**src/hdl/lam_pkg.sv**
```systemverilog
// shared types and constants of the landmark association map
// no dependencies
package lam_pkg;

  localparam int COORD_BITS = 20;
  localparam int RAD_W      = 12;
  localparam int MISS_W     = 4;
  localparam int HIT_W      = 16;
  localparam int COL_W      = 2;
  localparam int SLOT_W     = 6;
  localparam int KIND_W     = 2;
  localparam int CFG_IDX_W  = 2;
  localparam int CFG_DATA_W = 16;
  localparam int DEN_W      = HIT_W + 1;
  localparam int NUM_W      = COORD_BITS + HIT_W + 2;

  localparam logic CMD_OBS   = 1'b0;
  localparam logic CMD_FRAME = 1'b1;

  localparam logic [KIND_W-1:0] KIND_REPORT = 2'd0;
  localparam logic [KIND_W-1:0] KIND_ENTRY  = 2'd1;
  localparam logic [KIND_W-1:0] KIND_EMPTY  = 2'd2;

  localparam logic [CFG_IDX_W-1:0] CFG_RADIUS   = 2'd0;
  localparam logic [CFG_IDX_W-1:0] CFG_MAX_MISS = 2'd1;
  localparam logic [CFG_IDX_W-1:0] CFG_MIN_OBS  = 2'd2;

  localparam logic [HIT_W-1:0]  HIT_MAX  = '1;
  localparam logic [MISS_W-1:0] MISS_MAX = '1;

  typedef struct packed {
    logic                         command;
    logic signed [COORD_BITS-1:0] obs_x;
    logic signed [COORD_BITS-1:0] obs_y;
    logic [COL_W-1:0]             obs_colour;
  } lam_req_t;

  typedef struct packed {
    logic [KIND_W-1:0]            result_kind;
    logic [SLOT_W-1:0]            slot_index;
    logic                         new_entry;
    logic                         table_full;
    logic signed [COORD_BITS-1:0] cone_x;
    logic signed [COORD_BITS-1:0] cone_y;
    logic [COL_W-1:0]             cone_colour;
    logic [HIT_W-1:0]             hit_count;
    logic                         last;
  } lam_res_t;

  typedef struct packed {
    logic signed [COORD_BITS-1:0] x;
    logic signed [COORD_BITS-1:0] y;
    logic [HIT_W-1:0]             hits;
    logic [MISS_W-1:0]            misses;
    logic [COL_W-1:0]             colour;
  } lam_entry_t;

  typedef struct packed {
    logic [RAD_W-1:0]  match_radius;
    logic [MISS_W-1:0] miss_limit;
    logic [HIT_W-1:0]  hit_floor;
  } lam_cfg_t;

  typedef enum logic [3:0] {
    ST_IDLE, ST_SCAN, ST_MUL, ST_DIV_GO, ST_DIV_WAIT, ST_MERGE, ST_DECIDE,
    ST_PRUNE, ST_FLUSH
  } lam_state_e;

endpackage

```
**src/hdl/lam_front.sv**
```systemverilog
// front end: request queue of two and the configuration registers
// depends on lam_pkg
module lam_front (
  input  logic              clk_i,
  input  logic              rst_ni,
  input  logic              start,
  output logic              busy,
  input  lam_pkg::lam_req_t req_i,
  input  logic              cfg_we_i,
  input  logic [lam_pkg::CFG_IDX_W-1:0]  cfg_idx_i,
  input  logic [lam_pkg::CFG_DATA_W-1:0] cfg_wdata_i,
  input  logic              pop_i,
  output logic              valid_o,
  output lam_pkg::lam_req_t item_o,
  output lam_pkg::lam_cfg_t cfg_o
);
  import lam_pkg::*;

  lam_req_t   slot_q [2];
  logic       wr_ptr_q, rd_ptr_q;
  logic [1:0] fill_q;
  logic       push, pop;
  lam_cfg_t   cfg_q;

  assign busy    = (fill_q == 2'd2);
  assign valid_o = (fill_q != 2'd0);
  assign item_o  = slot_q[rd_ptr_q];
  assign push    = start & ~busy;
  assign pop     = pop_i & valid_o;
  assign cfg_o   = cfg_q;

  always_ff @(posedge clk_i) begin
    if (push) begin
      slot_q[wr_ptr_q] <= req_i;
    end
  end

  always_ff @(posedge clk_i or negedge rst_ni) begin
    if (!rst_ni) begin
      wr_ptr_q <= 1'b0;
      rd_ptr_q <= 1'b0;
      fill_q   <= 2'd0;
    end else begin
      if (push) wr_ptr_q <= ~wr_ptr_q;
      if (pop)  rd_ptr_q <= ~rd_ptr_q;
      fill_q <= fill_q + 2'(push) - 2'(pop);
    end
  end

  always_ff @(posedge clk_i or negedge rst_ni) begin
    if (!rst_ni) begin
      cfg_q.match_radius <= RAD_W'(192);
      cfg_q.miss_limit   <= MISS_W'(5);
      cfg_q.hit_floor    <= HIT_W'(1);
    end else if (cfg_we_i) begin
      case (cfg_idx_i)
        CFG_RADIUS:   cfg_q.match_radius <= cfg_wdata_i[RAD_W-1:0];
        CFG_MAX_MISS: cfg_q.miss_limit   <= cfg_wdata_i[MISS_W-1:0];
        CFG_MIN_OBS:  cfg_q.hit_floor    <= cfg_wdata_i[HIT_W-1:0];
        default: ;
      endcase
    end
  end

endmodule

```
**config.mk**
```make
export PLATFORM = sky130hd
export DESIGN_NAME = lam_front
export DESIGN_NICKNAME = d
export VERILOG_FILES = /design/src/hdl/lam_pkg.sv /design/src/hdl/lam_front.sv
export SDC_FILE = /design/constraint.sdc
export NUM_CORES = 1
export LEC_CHECK = 0
export BUFFER_PORTS_ARGS = -buffer_cell sky130_fd_sc_hd__buf_2
export CAP_MARGIN = 40
export CORE_MARGIN = 1
export CORE_UTILIZATION = 50
export CTS_CLUSTER_DIAMETER = 80
export DETAILED_ROUTE_END_ITERATION = 16
export PLACE_DENSITY = 0.74
export SYNTH_ARGS = -nofsm -noshare
export SYNTH_HDL_FRONTEND = slang
export SYNTH_SLANG_ARGS = --single-unit
```
**constraint.sdc**
```tcl
create_clock -name clk_i -period 3.8 [get_ports clk_i]
set_clock_uncertainty 0.1 [all_clocks]
set_input_delay 0.38 -clock clk_i [delete_from_list [all_inputs] [get_ports clk_i]]
set_output_delay 0.38 -clock clk_i [all_outputs]
set_load 0.01 [all_outputs]
```
* Word level (Yosys, flattened, before mapping) *
Memories as Yosys holds them, arrays and structs flattened.
Cells that the tools add are included.
Widths: inputs -> output; s select.

word-level totals
  logic and storage cells = 24
  flip-flop bits (word level) = 36
  latch bits = 0
  memories = 1
  RAM bits = 86
  bits in read-only memories = 0

operators by class
  muxes and demuxes = 2
  reductions and logical operators = 5
  $add $sub $neg = 2
  eq/ne operators = 3
  bitwise operators = 5
  magnitude comparators = 0
  divide/modulo/power cells = 0
  shift operators = 0
  multiply operators = 0

memories
  memory  depth  width  rd ports  clocked after memory_dff  write ports  RTL line         text
  slot_q  2      43     1         0                         1            lam_front.sv:19  lam_req_t slot_q [2];

operators with widths
  kind                number
  $reduce_and 2->1    3
  $eq 2x2->1 const B  2
  $not 1->1           3
  $add 2x1->2         1
  $and 1x1->1         2
  $eq 2x1->1 const B  1
  $logic_not 2->1     1
  $mux 1              2
  $reduce_bool 2->1   1
  $sub 2x1->2         1

* Logic depth before layout (Yosys ltp) *
  word-level depth = 5
  mapped depth = 7
  gate-level depth less buffers = 7

* Worst setup path after synthesis *
OpenSTA, ideal clock, no wires.

  path kind = reg2reg
  from = register fill_q[1]
  to = memory slot_q[0][0] (netlist name) (enable)
  setup slack = 0.859 ns
  data required time = 3.257 ns
  setup time = 0.443 ns
  clock period less this slack = 2.941 ns
  stages on the path, launching flop included = 4
  path buffers = 0
  data arrival time = 2.398 ns
  path through = dfrtp_1 nand2b_1 nand2_1 nor2_1

between the ends
  cells in the longest elaborated chain, start to end = 5

RTL lines
  element                       RTL line         text
  start, declared               lam_front.sv:21  logic [1:0] fill_q;
  start signal, assigned        lam_front.sv:46  fill_q <= fill_q + 2'(push) - 2'(pop);
  $eq 2x2->1                    lam_front.sv:25  assign busy = (fill_q == 2'd2);
  $not 1->1                     lam_front.sv:28  assign push = start & ~busy;
  $and 1x1->1                   lam_front.sv:28
  $mux 1                        lam_front.sv:33  if (push) begin
  $mux 1 (not written as such)  lam_front.sv:34  slot_q[wr_ptr_q] <= req_i;
  end, declared                 lam_front.sv:19

No other way between the ends.

==> results.md <==
* Hold Path End: cfg_o[6]
* Final Hold Viols at 0
* Hold Startpoint: cfg_wdata_i[6]
* Final period util at 0.645
* Final setup fails at 0
* Clock Path Buffers at 2
* Drt wl/cell at 16.3 um
* First-pass GRT wire length at 14000 um
* PortBufs at 142
* Leakage at 2.71 nW
* Initial Util at 0.521
* CTS Root Cell: clkbuf_8
* Avg Cell Area, Syn at 20.7 um^2
* CP max stage cell: dfrtp_2
* Gr ovfl total at 0
* Via density at 4.94
* DIE AREA at 0.00952 mm^2
* Slew Viols, Final at 0
* Pin count of the biggest net entering global routing at 37
* H-tree levels at 4
* RSZ-0062 raised after global routing: false
* Crit-path max cell delay at 0.71 ns
* CTS Buf Count at 17
* Seq cells post-synth at 122
* Power per cell area at 705 mW/mm^2
* Clock tree from TritonCTS: done
* Crit. End Element: output port
* Fillcell total at 551
* Vias in the first global route at 2892
* FP Rows at 34
* Detailed Route WL at 8940 um
* CP Data Required Time at 3.32 ns
* Die height at 97.6 um
* Synth Net Count at 289
* I/O pins at 143
* Total number of vias at 2712
* Status: complete, no violations
* Post-Syn Area at 0.00457 mm^2
* R2R setup slack at 1.76 ns
* Dpl cell area at 0.00543 mm^2
* Setup TNS at 0 ns
* Minimum clock period at 2.45 ns
* Ant diodes at 0
* DP Worst Slack at 1.74 ns
* Largest family of logic cells by synthesized area: multiplexers
* Worst hold path class: primary input to flop
* Nets at 496
* Synth-to-layout area growth at 41.9%
* Post-synthesis compound-gate area fraction at 0
* CTS Sinks at 122
* Largest delay share family, worst path: flip-flops
* Post-cts resize count at 0
* Clk slew on worst S/H paths at 0.05 ns
* Post-Place Cells at 467
* Die Wd at 97.6 um
* Cells on Worst Hold Path at 2
* Most common flop cell mapped by yosys: edfxtp_1
* Post-Synth XOR/XNOR Area at 0.00767
* DR iter-0 viols at 51
* Clock Latency Late Sink at 0.50 ns
* Worst r2r dst: slot_q[0][39]
* Startpoint Class: flop
* Critical path arrival at 1.97 ns
* GP Congestion at 0.694
* Antenna violations before repair at 0
* Max_slew headroom at 0.489
* Sequence of cells on the critical path: buf_16 -> mux2_2 -> buf_2
* Critical R2R Launch: fill_q[1]
* Detailed placer's ending HPWL at 5320 um
* Worst r2r path cells at 4
* Post-route ant nets at 0
* Critical setup path kind: flop to output port
* PnR worst setup slack at 1.35 ns
* Final Cell Area at 0.00648 mm^2
* Async set-reset flop share out of synthesis at 0.295
* DRC violations left at 0
* Post-synth cell types at 20
* Number of detailed-route iterations in the first pass at 4
* Gate Count Post-Synth at 221
* Max-cap viol count at 0
* FMAX at 408 MHz
* Layout cells sized above 1 at 0.587
* Mux contribution to synthesized area at 0.193
* Adder-Cell Fraction of Synth Area at 0.00548
* Global Route Usage Sum at 0.196
* Pin slew with the least headroom to its limit at 0.766 ns
* Fin cells at 549
* EDFF count, synth at 86
* Buf/Inv on CP at 2
* Area of the core at 0.00876 mm^2
* Peak supply drop at 0.426 mV
* Simple-gate area share of the yosys netlist at 0.0173
* Crit-path max FO at 24
* YS warnings at 0
* Seq/Total Area, Yosys at 0.764
cells in the final DEF (no fill, tap or decap), drive strengths merged, types with 2 or more instances in the layout:
cell type / n
inv: 2
mux2: 75
clkinvlp: 3
clkbuf: 18
dlygate4sd3: 50
buf: 145
bufinv: 2
ha: 2
dfrtp: 31
edfxtp: 86
clkinv: 9
dfstp: 5
xnor2: 3
nand3b: 2
worst max path at each step:
| stage | startpoint | endpoint | depth (start not counted) |
|---|---|---|---|
| after floorplan | fill_q[1] | slot_q[0][0] | 3 |
| after global placement | rd_ptr_q | item_o[32] | 2 |
| after detailed placement | fill_q[1] | slot_q[0][34] | 4 |
| after CTS | rd_ptr_q | item_o[21] | 3 |
| after global routing | rd_ptr_q | item_o[32] | 3 |
| final | rd_ptr_q | item_o[0] | 3 |
through the flow:
step | power, mW | hold slack [ns] | utilization
after detailed placement | 3.08 | 0.385 | 0.620
after global placement | 3.01 | 0.384 | 0.614
after global routing | 4.78 | 0.00474 | 0.739
after CTS | 4.61 | 0.00157 | 0.739
final | 4.57 | 0.0262 | 0.739
after floorplan | 2.60 | -0.0156 | -
layer usage:
layer | track usage | share of wire
met1 | 0.233 | 0.42
met2 | 0.324 | 0.49
met3 | 0.0698 | 0.068
met4 | 0.0814 | 0.013
met5 | 0 | 0
repair_timing:
item / CTS / global route
hold endpoints to repair: 123 / 0
setup buffers: 0 / 0
hold buffers: 50 / 0
synthesized netlist by cell type (all sizes together), types with 2 or more instances:
master,n,area share
buf,7,0.010
dfrtp,31,0.17
dfstp,5,0.029
edfxtp,86,0.57
ha,2,0.0055
inv,2,0.0016
mux2,75,0.19
nand3b,2,0.0060
xnor2,3,0.0058
where the power goes:
| group | switching [mW] | internal, mW | leakage (nW) |
|---|---|---|---|
| sequential | 0.139 | 1.77 | 1.22 |
| clock | 0.549 | 0.920 | 0.263 |
| combinational | 0.576 | 0.610 | 1.23 |
registers in the layout, summed over array words and instances, names as in the netlist:
name	cells
wr_ptr_q	1
slot_q	86
rd_ptr_q	1
cfg_o	32
fill_q	2
kinds of logic (layout without fill, tap and decap cells):
logic type	Yosys count	after routing
AND/OR/NAND/NOR	9	9
flip-flops	122	122
multiplexers	75	75
buffers and inverters	9	229
adder cells (fa/ha/maj)	2	2
XOR/XNOR	4	4
worst reg2reg max path, stage by stage, from the launching register on:
cell,delay [ns]
dfrtp_1,0.40
nand2b_1,0.12
nand2_1,0.14
nor2_4,0.51
buf_4,0.43
final cells by class:
| type | count | area, um^2 | area share |
|---|---|---|---|
| clock inverters | 14 | 131 | 0.0203 |
| multi-input cells | 90 | 1030 | 0.159 |
| well taps | 108 | 135 | 0.0209 |
| inverters | 2 | 7.51 | 0.00116 |
| clock buffers | 18 | 418 | 0.0645 |
| flip-flops and latches | 122 | 3490 | 0.539 |
| repair buffers | 195 | 1270 | 0.195 |
(Power assumes the default switching activity.)
